`src/hdl/ait_pkg.sv`:
```
// Package for the aging identifier table: state and status codes, field widths
// and the per-slot result record passed from the slot unit to the sequencer.
// No dependencies.
package ait_pkg;

    localparam int ID_W   = 32;
    localparam int LIFE_W = 8;
    localparam int SLOT_W = 4;
    localparam int CNT_W  = 5;
    localparam int CFG_AW = 3;
    localparam int CFG_DW = 32;

    localparam logic [LIFE_W-1:0] LIFE_RESET = 8'd5;

    localparam logic ACT_ADD  = 1'b0;
    localparam logic ACT_TICK = 1'b1;

    localparam logic REG_LIFETIME = 1'b0;

    localparam logic [1:0] STS_PRESENT  = 2'd0;
    localparam logic [1:0] STS_INSERTED = 2'd1;
    localparam logic [1:0] STS_FULL     = 2'd2;
    localparam logic [1:0] STS_TICK     = 2'd3;

    typedef enum logic [1:0] {
        ST_IDLE,
        ST_SCAN,
        ST_FINISH,
        ST_LOAD
    } t_state;

    typedef struct packed {
        logic              hit;
        logic              free;
        logic              wr_life;
        logic              expire;
        logic [LIFE_W-1:0] life_next;
    } t_slot_res;

endpackage

```
`src/hdl/ait_slot_unit.sv`:
```
// Shared slot unit of the aging identifier table: compares one stored entry
// against the search key, or ages its lifetime on a tick.
// Depends on ait_pkg.
module ait_slot_unit (
    input  logic                      i_tick,
    input  logic                      i_valid,
    input  logic [ait_pkg::ID_W-1:0]   i_stored_id,
    input  logic [ait_pkg::ID_W-1:0]   i_key_id,
    input  logic [ait_pkg::LIFE_W-1:0] i_life,
    output ait_pkg::t_slot_res        o_res
);
    import ait_pkg::*;

    logic [LIFE_W-1:0] w_life_eff;

    // An entry that is not valid has a lifetime of zero.
    assign w_life_eff = i_valid ? i_life : '0;

    always_comb begin
        o_res.hit       = (i_tick == ACT_ADD) && i_valid && (i_stored_id == i_key_id);
        o_res.free      = (i_tick == ACT_ADD) && !i_valid;
        o_res.wr_life   = (i_tick == ACT_TICK) && (w_life_eff != '0);
        o_res.life_next = w_life_eff - LIFE_W'(1);
        o_res.expire    = (i_tick == ACT_TICK) && (w_life_eff == LIFE_W'(1));
    end

endmodule

```
`src/hdl/aging_id_table.sv`:
```
// Top level of the aging identifier table: sequencer, entry memories and
// configuration port.
// Depends on ait_pkg and ait_slot_unit.
//
// Usage: an input beat carries an identifier in tdata and the action in tuser
// (add or tick). The block walks every slot once through one shared slot unit,
// one slot per cycle, and returns exactly one result beat: status in tuser,
// slot index, occupancy and expired count in tdata.
// The walk over the entry memories, a finish state and the load into the output
// register lie between the accepting edge and the result beat being presented;
// the ready line is high again in the cycle after the result is loaded, so the
// block takes no new beat while one is still being walked or loaded.
// When the receiver stalls, the finished result waits in the output register
// and the block takes the next input beat meanwhile; a second result waits in
// the sequencer until the output register is free.
// Reset clears all valid marks, the occupancy count and the handshakes, and
// sets the lifetime register to 5. The identifier and lifetime memories are
// not cleared; an entry is only read through its valid mark.
// The lifetime register lies at byte address 0 of the APB port.
module aging_id_table #(
    parameter int ENTRIES = 16
) (
    input  logic                       i_clk,
    input  logic                       i_rst_n,
    // Input stream
    input  logic                       i_s_tvalid,
    output logic                       o_s_tready,
    input  logic [ait_pkg::ID_W-1:0]    i_s_tdata,  // [31:0] entry_id
    input  logic                       i_s_tuser,  // [0] action
    // Result stream
    output logic                       o_m_tvalid,
    input  logic                       i_m_tready,
    output logic [15:0]                o_m_tdata,  // [3:0] slot_index, [8:4] occupancy,
                                                   // [13:9] expired_count, [15:14] zero
    output logic [1:0]                 o_m_tuser,  // [1:0] status
    // Configuration
    input  logic                       psel,
    input  logic                       penable,
    input  logic                       pwrite,
    input  logic [ait_pkg::CFG_AW-1:0]  paddr,
    input  logic [ait_pkg::CFG_DW-1:0]  pwdata,
    output logic [ait_pkg::CFG_DW-1:0]  prdata,
    output logic                       pready
);
    import ait_pkg::*;

    localparam int IW = (ENTRIES > 1) ? $clog2(ENTRIES) : 1;
    localparam int CW = $clog2(ENTRIES + 1);

    t_state r_state, n_state;

    logic [CW-1:0]     r_idx;
    logic              r_pv;
    logic [IW-1:0]     r_pidx;
    logic              r_tick;
    logic [ID_W-1:0]   r_key;
    logic              r_found;
    logic [IW-1:0]     r_hit_idx;
    logic              r_free_found;
    logic [IW-1:0]     r_free_idx;
    logic [CW-1:0]     r_exp;
    logic [CW-1:0]     r_count;
    logic [ENTRIES-1:0] r_valid;
    logic [LIFE_W-1:0] r_life_cfg;
    logic [ID_W-1:0]   r_id_rd;
    logic [LIFE_W-1:0] r_lt_rd;
    logic [1:0]        r_res_status;
    logic [IW-1:0]     r_res_slot;
    logic              r_m_tvalid;
    logic [15:0]       r_m_tdata;
    logic [1:0]        r_m_tuser;

    logic [ID_W-1:0]   r_id_mem [ENTRIES];
    logic [LIFE_W-1:0] r_lt_mem [ENTRIES];

    logic              w_accept;
    logic              w_scan_last;
    logic              w_out_free;
    logic              w_scan;
    logic              w_finish;
    logic              w_load;
    logic              w_insert;
    logic [LIFE_W-1:0] w_ins_life;
    t_slot_res         w_res;
    logic              w_lt_we;
    logic [IW-1:0]     w_lt_waddr;
    logic [LIFE_W-1:0] w_lt_wdata;
    logic              w_cfg_wr;
    logic [IW+SLOT_W-1:0] w_slot_ext;
    logic [CW+CNT_W-1:0]  w_occ_ext;
    logic [CW+CNT_W-1:0]  w_exp_ext;

    ait_slot_unit u_slot (
        .i_tick      (r_tick),
        .i_valid     (r_valid[r_pidx]),
        .i_stored_id (r_id_rd),
        .i_key_id    (r_key),
        .i_life      (r_lt_rd),
        .o_res       (w_res)
    );

    assign w_accept    = i_s_tvalid && o_s_tready;
    assign w_scan_last = (r_idx == CW'(ENTRIES));
    assign w_out_free  = !r_m_tvalid || i_m_tready;
    assign w_insert    = w_finish && (r_tick == ACT_ADD) && !r_found && r_free_found;
    assign w_ins_life  = (r_life_cfg == '0) ? LIFE_W'(1) : r_life_cfg;

    always_ff @(posedge i_clk) begin
        if (!i_rst_n) begin
            r_state <= ST_IDLE;
        end else begin
            r_state <= n_state;
        end
    end

    always_comb begin
        n_state    = r_state;
        o_s_tready = 1'b0;
        w_scan     = 1'b0;
        w_finish   = 1'b0;
        w_load     = 1'b0;
        case (r_state)
            ST_IDLE: begin
                o_s_tready = 1'b1;
                if (i_s_tvalid) begin
                    n_state = ST_SCAN;
                end
            end
            ST_SCAN: begin
                w_scan = 1'b1;
                if (w_scan_last) begin
                    n_state = ST_FINISH;
                end
            end
            ST_FINISH: begin
                w_finish = 1'b1;
                n_state  = ST_LOAD;
            end
            ST_LOAD: begin
                if (w_out_free) begin
                    w_load  = 1'b1;
                    n_state = ST_IDLE;
                end
            end
            default: begin
                n_state = ST_IDLE;
            end
        endcase
    end

    // Sequencer control and accumulators.
    always_ff @(posedge i_clk) begin
        if (!i_rst_n) begin
            r_pv         <= 1'b0;
            r_found      <= 1'b0;
            r_free_found <= 1'b0;
            r_exp        <= '0;
            r_count      <= '0;
            r_valid      <= '0;
            r_idx        <= '0;
        end else begin
            if (w_accept) begin
                r_idx        <= '0;
                r_pv         <= 1'b0;
                r_found      <= 1'b0;
                r_free_found <= 1'b0;
                r_exp        <= '0;
            end else if (w_scan) begin
                r_pv <= !w_scan_last;
                if (!w_scan_last) begin
                    r_idx <= r_idx + CW'(1);
                end
            end

            if (r_pv && w_res.hit && !r_found) begin
                r_found <= 1'b1;
            end
            if (r_pv && w_res.free && !r_free_found) begin
                r_free_found <= 1'b1;
            end
            if (r_pv && w_res.expire) begin
                r_valid[r_pidx] <= 1'b0;
                r_count         <= r_count - CW'(1);
                r_exp           <= r_exp + CW'(1);
            end
            if (w_insert) begin
                r_valid[r_free_idx] <= 1'b1;
                r_count             <= r_count + CW'(1);
            end
        end
    end

    // Payload registers of the walk.
    always_ff @(posedge i_clk) begin
        if (w_accept) begin
            r_tick <= i_s_tuser;
            r_key  <= i_s_tdata;
        end
        if (w_scan) begin
            r_pidx <= r_idx[IW-1:0];
        end
        if (r_pv && w_res.hit && !r_found) begin
            r_hit_idx <= r_pidx;
        end
        if (r_pv && w_res.free && !r_free_found) begin
            r_free_idx <= r_pidx;
        end
        if (w_finish) begin
            if (r_tick == ACT_TICK) begin
                r_res_status <= STS_TICK;
                r_res_slot   <= '0;
            end else if (r_found) begin
                r_res_status <= STS_PRESENT;
                r_res_slot   <= r_hit_idx;
            end else if (r_free_found) begin
                r_res_status <= STS_INSERTED;
                r_res_slot   <= r_free_idx;
            end else begin
                r_res_status <= STS_FULL;
                r_res_slot   <= '0;
            end
        end
    end

    always_comb begin
        w_lt_we    = 1'b0;
        w_lt_waddr = r_pidx;
        w_lt_wdata = w_res.life_next;
        if (w_insert) begin
            w_lt_we    = 1'b1;
            w_lt_waddr = r_free_idx;
            w_lt_wdata = w_ins_life;
        end else if (r_pv && w_res.wr_life) begin
            w_lt_we = 1'b1;
        end
    end

    always_ff @(posedge i_clk) begin
        if (w_scan && !w_scan_last) begin
            r_id_rd <= r_id_mem[r_idx[IW-1:0]];
            r_lt_rd <= r_lt_mem[r_idx[IW-1:0]];
        end
        if (w_insert) begin
            r_id_mem[r_free_idx] <= r_key;
        end
        if (w_lt_we) begin
            r_lt_mem[w_lt_waddr] <= w_lt_wdata;
        end
    end

    // Output register.
    assign w_slot_ext = {{SLOT_W{1'b0}}, r_res_slot};
    assign w_occ_ext  = {{CNT_W{1'b0}}, r_count};
    assign w_exp_ext  = {{CNT_W{1'b0}}, r_exp};

    always_ff @(posedge i_clk) begin
        if (!i_rst_n) begin
            r_m_tvalid <= 1'b0;
        end else if (w_load) begin
            r_m_tvalid <= 1'b1;
        end else if (i_m_tready) begin
            r_m_tvalid <= 1'b0;
        end
    end

    always_ff @(posedge i_clk) begin
        if (w_load) begin
            r_m_tuser <= r_res_status;
            r_m_tdata <= {2'b00, w_exp_ext[CNT_W-1:0], w_occ_ext[CNT_W-1:0],
                          w_slot_ext[SLOT_W-1:0]};
        end
    end

    assign o_m_tvalid = r_m_tvalid;
    assign o_m_tdata  = r_m_tdata;
    assign o_m_tuser  = r_m_tuser;

    // Configuration port.
    assign pready   = 1'b1;
    assign w_cfg_wr = psel && penable && pwrite && (paddr[CFG_AW-1] == REG_LIFETIME);

    always_ff @(posedge i_clk) begin
        if (!i_rst_n) begin
            r_life_cfg <= LIFE_RESET;
        end else if (w_cfg_wr) begin
            r_life_cfg <= pwdata[LIFE_W-1:0];
        end
    end

    assign prdata = (paddr[CFG_AW-1] == REG_LIFETIME) ?
                    {{(CFG_DW-LIFE_W){1'b0}}, r_life_cfg} : '0;

`ifndef SYNTH
    a_count_matches_valid: assert property (@(posedge i_clk) disable iff (!i_rst_n)
        r_count == CW'($countones(r_valid)))
        else $error("occupancy count differs from the number of valid entries");

    a_accept_starts_walk: assert property (@(posedge i_clk) disable iff (!i_rst_n)
        (i_s_tvalid && o_s_tready) |=> (r_state == ST_SCAN && r_idx == '0))
        else $error("accepted beat did not start a walk from slot zero");

    a_tick_slot_zero: assert property (@(posedge i_clk) disable iff (!i_rst_n)
        (o_m_tvalid && o_m_tuser == STS_TICK) |-> (o_m_tdata[SLOT_W-1:0] == '0))
        else $error("tick result carries a nonzero slot index");
`endif

endmodule
```
`config.mk`:
```
export PLATFORM = sky130hd
export DESIGN_NAME = aging_id_table
export DESIGN_NICKNAME = d
export VERILOG_FILES = /design/src/hdl/ait_pkg.sv /design/src/hdl/ait_slot_unit.sv /design/src/hdl/aging_id_table.sv
export SDC_FILE = /design/constraint.sdc
export NUM_CORES = 1
export LEC_CHECK = 0
export ABC_CLOCK_PERIOD_IN_PS = 10800
export BUFFER_PORTS_ARGS = -buffer_cell sky130_fd_sc_hd__buf_2
export CAP_MARGIN = 20
export CORE_MARGIN = 1.5
export CORE_UTILIZATION = 54
export DETAILED_ROUTE_END_ITERATION = 8
export MAX_ROUTING_LAYER = met4
export PLACE_DENSITY = 0.74
export SETUP_SLACK_MARGIN = 0.2
export SLEW_MARGIN = 30
export SYNTH_ARGS = -nofsm -noshare
export SYNTH_HDL_FRONTEND = slang
export SYNTH_SLANG_ARGS = --single-unit
```
`constraint.sdc`:
```
create_clock -name i_clk -period 10.8 [get_ports i_clk]
set_clock_uncertainty 0.2 [all_clocks]
set_input_delay 1.62 -clock i_clk [delete_from_list [all_inputs] [get_ports i_clk]]
set_output_delay 1.62 -clock i_clk [all_outputs]
set_load 0.01 [all_outputs]
```
### After elaboration in Yosys (flattened, before gate mapping)

Memories as Yosys holds them, arrays and structs flattened. A register that Yosys moved wholly into a read port is not among the register bits.
Cells that the tools add are included.

* $lt $le $gt $ge: 4
* reductions and logical operators: 38
* equal/unequal tests: 9
* bitwise logic cells: 7
* muxes and demuxes: 42
* add/sub/neg operators: 5

Operators with widths (number)
* 2-to-1 mux 16 bit: 3
* == test 32 bit: 1
* 2-to-1 mux 8 bit: 4
* logical AND 1 bit: 21
* 2-to-1 mux 5 bit: 4
* 2-to-1 mux 1 bit: 19
* AND 16 bit: 1
* inverter 16 bit: 1
* bitwise OR 16 bit: 1
* adder 5 x 1 -> 5 bit (second input constant): 3
* 2-to-1 mux 4 bit: 3
* < comparator 4 x 5 -> 1 bit (second input constant): 2
* 2-to-1 mux 2 bit: 5
* nonzero test 2 bit: 5
* demux 1 bit (select 4 bit): 2
* == test 8 x 1 -> 1 bit (second input constant): 1
* >= comparator 4 x 1 -> 1 bit (second input constant): 2
* logical NOT 8 bit: 1
* case mux 2 bit (4 select lines): 1
* nonzero test 8 bit: 1
* subtractor 8 x 1 -> 8 bit (second input constant): 1
* inequality test 2 bit (second input constant): 3
* == test 5 bit (second input constant): 1
* logical NOT 1 bit: 5
* other kinds (10): 14

* memory bits (writable): 640
* memories kept: 2
* output and inout port bits: 53
* register bits after elaboration: 112

Memories
* r_id_mem: depth 16, bits a word 32, read ports 1, clocked after memory_dff 1, write ports 1, line aging_id_table.sv:73 `logic [ID_W-1:0] r_id_mem [ENTRIES];`
* r_lt_mem: depth 16, bits a word 8, read ports 1, clocked after memory_dff 1, write ports 1, line aging_id_table.sv:74 `logic [LIFE_W-1:0] r_lt_mem [ENTRIES];`

### Depth between registers and ports, before layout

* depth in word-level cells: 10
* depth in mapped cells: 14

### Hierarchy

From an unflattened synthesis, not the netlist that was laid out.

* cells, all modules: 1537
* area total of the unflattened synthesis: 30613.1 um^2

Modules (own cells, without submodules)
* aging_id_table: cells an instance 1461, times used 1, area each 30041.3 um^2, sequential area each 23332.4 um^2
* ait_slot_unit: cells an instance 76, times used 1, area each 571.8 um^2, sequential area each 0.0 um^2

### Worst setup path before layout

OpenSTA, ideal clock, no wires.

* path kind: reg-to-reg
* start point: register r_idx[1]
* end point: register r_state[0]
* arrival time: 4.661 ns
* path slack: 5.820 ns
* period minus slack after synthesis: 4.980 ns
* cell stages (with the launch flop): 9
* buffers on the path: 3
* cells stage by stage: dfxtp_1 -> clkbuf_1 -> clkbuf_1 -> clkbuf_1 -> inv_1 -> ha_1 -> a31oi_1 -> a221oi_1 -> o211a_1

* longest elaborated chain between the ends: 3

RTL lines
* from (decl): line aging_id_table.sv:52 `logic [CW-1:0] r_idx;`
* from (signal assigned): line aging_id_table.sv:171 `r_idx <= r_idx + CW'(1);`
* == test 5 bit: line aging_id_table.sv:103 `assign w_scan_last = (r_idx == CW'(ENTRIES));`
* inequality test 2 bit (no source line)
* AND reduction 3 bit (no source line)
* to (signal assigned): line aging_id_table.sv:112 `r_state <= n_state;`
* to (decl): line aging_id_table.sv:50 `t_state r_state, n_state;`

Every way passes these cells.
A chain may end at the register's enable or synchronous reset.

### Final worst setup path

* start point: register r_pidx[1]
* end point: memory r_lt_mem[2][4] (data pin)

* longest elaborated chain between the ends: 5

RTL lines
* from (decl): line aging_id_table.sv:54 `logic [IW-1:0] r_pidx;`
* from (signal assigned): line aging_id_table.sv:200 `r_pidx <= r_idx[IW-1:0];`
* binary-select mux 1 bit (select 4 bit): line aging_id_table.sv:95 `.i_valid (r_valid[r_pidx]),`
* 2-to-1 mux 1 bit (implied by the code): line aging_id_table.sv:95
* 2-to-1 mux 8 bit: line ait_slot_unit.sv:17 `assign w_life_eff = i_valid ? i_life : '0;`
* subtractor 8 x 1 -> 8 bit: line ait_slot_unit.sv:23 `o_res.life_next = w_life_eff - LIFE_W'(1);`
* 2-to-1 mux 8 bit: line aging_id_table.sv:229 `if (w_insert) begin`
* net w_lt_wdata[4]: line aging_id_table.sv:87 `logic [LIFE_W-1:0] w_lt_wdata;`
* to (decl): line aging_id_table.sv:74

The timed path passes the listed nets, and every way through them passes these cells. The select of a mux whose other input is x is not followed.

==> qor.txt <==
==================================================================================
Most common library cell in the layout ignoring fill and taps             edfxtp_1
Crit path cell chain                                                  mux2_2 -> o21ai_0 -> o21ai_2 -> and2_1 -> inv_1 -> ha_1 -> or4b_2 -> a21oi_1 -> a21oi_1 -> nand3_1
Count of buffer and inverter cells on the critical path                          1
Post-Synth Adder-Cell Area                                                 0.00595
Post-synthesis instance area                                            30700 um^2
Flop and latch count out of synthesis                                          792
Max-cap violation count                                                          0
TritonCTS clock tree                                                           yes
Number of global-route vias before repair                                    15200
Top_reg_cell synth                                                        edfxtp_1
Clk Latency, worst-skew pair                                               0.63 ns
Floorplan die area                                                      58300 um^2
Total power                                                                7.71 mW
Post-detailed-placement half-perimeter wirelength                          32.6 mm
Final weighted congestion of routability-driven global placement             0.822
Largest family of logic cells by synthesized area                     multiplexers
Post-synth EDFFs                                                               747
Worst Path Arrival                                                         4.71 ns
Area overhead of the layout relative to synthesis                            12.8%
Most used cell along the critical path                                     a21oi_1
Biggest cell delay along the critical path                                 0.81 ns
Combinational power share                                                    0.134
Total negative slack                                                          0 ns
Fillcell total                                                                3793
Inserted Diodes                                                                  0
Via/cell ratio                                                                6.13
Leakage dissipation                                                        10.9 nW
Deepest level of the CTS H-tree                                                  3
Mean cell area of the mapped netlist                                     21.2 um^2
Worst hold path cell count                                                       0
Final design area excluding fillers                                     34600 um^2
Setup repair after global routing missed its margin                             no
Internal power of the cells                                                5.79 mW
Critical path class                                                        reg2reg
Total DRC errors in the routed layout                                            0
Clock Power Share                                                            0.352
Placement-stage cell area                                               32000 um^2
Final std cells w/o fill                                                      2383
PD cells                                                               223 nW/um^2
Number of antenna-violating nets in the routed design                            0
Die Height                                                                  242 um
IO Count                                                                       128
Chip width                                                                  242 um
First-pass GRT wire length                                                 94.8 mm
Placed cells                                                                  2243
Number of buffers added for setup after CTS                                      0
R2R depth                                                                       10
Final Hold Vio Count                                                             0
Effective utilization at floorplan                                           0.546
Max_slew headroom                                                            0.342
Buffer type at the clock tree root                                       clkbuf_16
CTS hold repair buffers                                                          0
WL final                                                                   62.9 mm
Net count reported at finish                                                  1657
Worst hold-check path type                                                 reg2reg
Num Clock Sinks                                                                792
Worst path top cell family by delay                                   simple AND/OR/NAND/NOR gates
Met2 track utilization from global routing                                   0.360
Required time of the critical path                                        10.93 ns
TritonRoute pass-1 iters                                                         5
XOR/XNOR share of the synthesized area                                      0.0123
Maximum number of pins on one net before global-route repair                    64
Met3 Usage GRT                                                              0.0426
Via total after detailed routing                                             14600
Measured slew at the worst slew-check pin                                 0.987 ns
Max stage delay cell, worst path                                          edfxtp_1
Number of buffers on the longest clock path                                      3
Total stage count of the critical path                                          10
IR drop worst, VDD                                                      0.000167 V
Net switching share of the total power                                       0.249
Final cycle utilization of the critical path                                 0.424
Startpoint kind of the worst setup timing path                                flop
GRT Util Overall                                                             0.227
Endpoint kind of the worst setup timing path                                  flop
Number of resized instances in the post-cts repair step                          0
Largest driver fanout on the critical path                                      17
Standard-cell row count                                                         87
Fmax achieved                                                              218 MHz
Distinct cell type count of the synthesized netlist                             61
Clk pin slew, worst setup/hold paths                                       0.06 ns
Synth Area in Compound Gates                                                0.0213
Detailed-route wire length per cell                                        26.4 um
Commonest non-fill, non-tap cells in the layout                       747 x edfxtp_1, 200 x mux4_2, 81 x clkbuf_16
Total congestion overflow after global routing                                   0
Global Route met1 Usage                                                      0.300
Simple logic cell fraction of the synthesized area                          0.0314
Violation count after the first detailed-route iteration                      1413
Core area                                                               56300 um^2
Outcome                                                               finished, final reports clean
Worst hold slack across all endpoints                                     0.222 ns
Sequential power share                                                       0.514
Initial antenna violation count                                                  0
Total of warnings raised by yosys                                                0
Number of standard cells after synthesis                                      1452
GRT Max-Usage Layer                                                           met2
Number of port buffers                                                          74
Total CTS buffers                                                               78
Share of synthesized area occupied by flip-flops and latches                 0.760
Sw Pwr                                                                     1.92 mW
Async set-or-reset flop fraction in the synthesized netlist                      0
Mux cell area share after synthesis                                          0.152
Number of max-slew violations in the final report                                0
Share of final-layout standard cells stronger than drive strength 1          0.282
Minimum clock period                                                       4.58 ns
Final setup violation count                                                      0
==================================================================================
==> routing by layer <==
metal | share of wire | vias up
li1 | - | 6172
met1 | 0.40 | 7653
met2 | 0.50 | 646
met3 | 0.067 | 135
met4 | 0.032 | 0
met5 | 0 | -
==> synthesized netlist by cell type, types with 15 or more instances <==
master,count,area share
inv_1,15,0.0018
mux4_2,200,0.15
nor2b_1,17,0.0035
buf_4,29,0.0071
edfxtp_1,747,0.73
dfxtp_1,45,0.029
nand3_1,15,0.0024
nand2_1,54,0.0066
xor2_1,36,0.010
clkbuf_1,43,0.0053
nor2_1,51,0.0062
==> stage by stage <==
stage,util,setup slack [ns]
floorplan,-,5.82
global placement,0.569,6.39
detailed placement,0.569,6.33
CTS,0.615,6.29
global route,0.616,5.95
finish,0.616,6.22
==> worst paths after layout <==
| path | start | endpoint | slack [ns] |
|---|---|---|---|
| max | r_pidx[1] | r_lt_mem[2][4] | 6.22 |
| min | r_res_slot[2] | o_m_tdata[2] | 0.22 |
| max reg2reg | r_pidx[1] | r_lt_mem[2][4] | 6.22 |
| min reg2reg | r_res_slot[2] | o_m_tdata[2] | 0.22 |
==> worst register-to-register path, cell delays in order (launching register included) <==
cell,delay (ns)
edfxtp_1,0.81
mux2_2,0.41
o21ai_0,0.51
o21ai_2,0.40
and2_1,0.33
inv_1,0.07
ha_1,0.31
or4b_2,0.63
a21oi_1,0.17
a21oi_1,0.07
nand3_1,0.40
==> logic make-up after synthesis <==
family,after synthesis
AND/OR/NAND/NOR,193
other,2
buffers and inverters,108
AO/OA/AOI/OAI,84
flip-flops,792
adder cells (fa/ha/maj),14
XOR/XNOR,43
multiplexers,216
==> area by class of cell <==
type / count / area (um^2) / share of cell area
clock buffer: 100 / 2100 / 0.0606
inverter: 15 / 56.3 / 0.00163
timing repair buffer: 104 / 623 / 0.0180
multi-input combinational: 577 / 7100 / 0.205
clock inverter: 39 / 478 / 0.0138
sequential: 792 / 23300 / 0.674
tap: 756 / 946 / 0.0273
==> power groups by stage <==
stage          sequential, mW  combinational (mW)  clock [mW]
2_1_floorplan            3.91               0.799           0
3_3_place_gp             4.01               0.999           0
3_5_place_dp             4.02                1.03           0
4_1_cts                  3.96                1.04        2.75
5_1_grt                  3.99                1.12        2.87
6_report                 3.96                1.03        2.72
==> registers in the layout, summed over array words and instances (netlist names), 8 cells and up <==
name	cells
o_m_tdata	14
r_key	32
r_lt_mem	128
r_valid	16
r_id_rd	32
r_lt_rd	8
r_life_cfg	8
r_id_mem	512
Power figures use the tool's default switching activity.
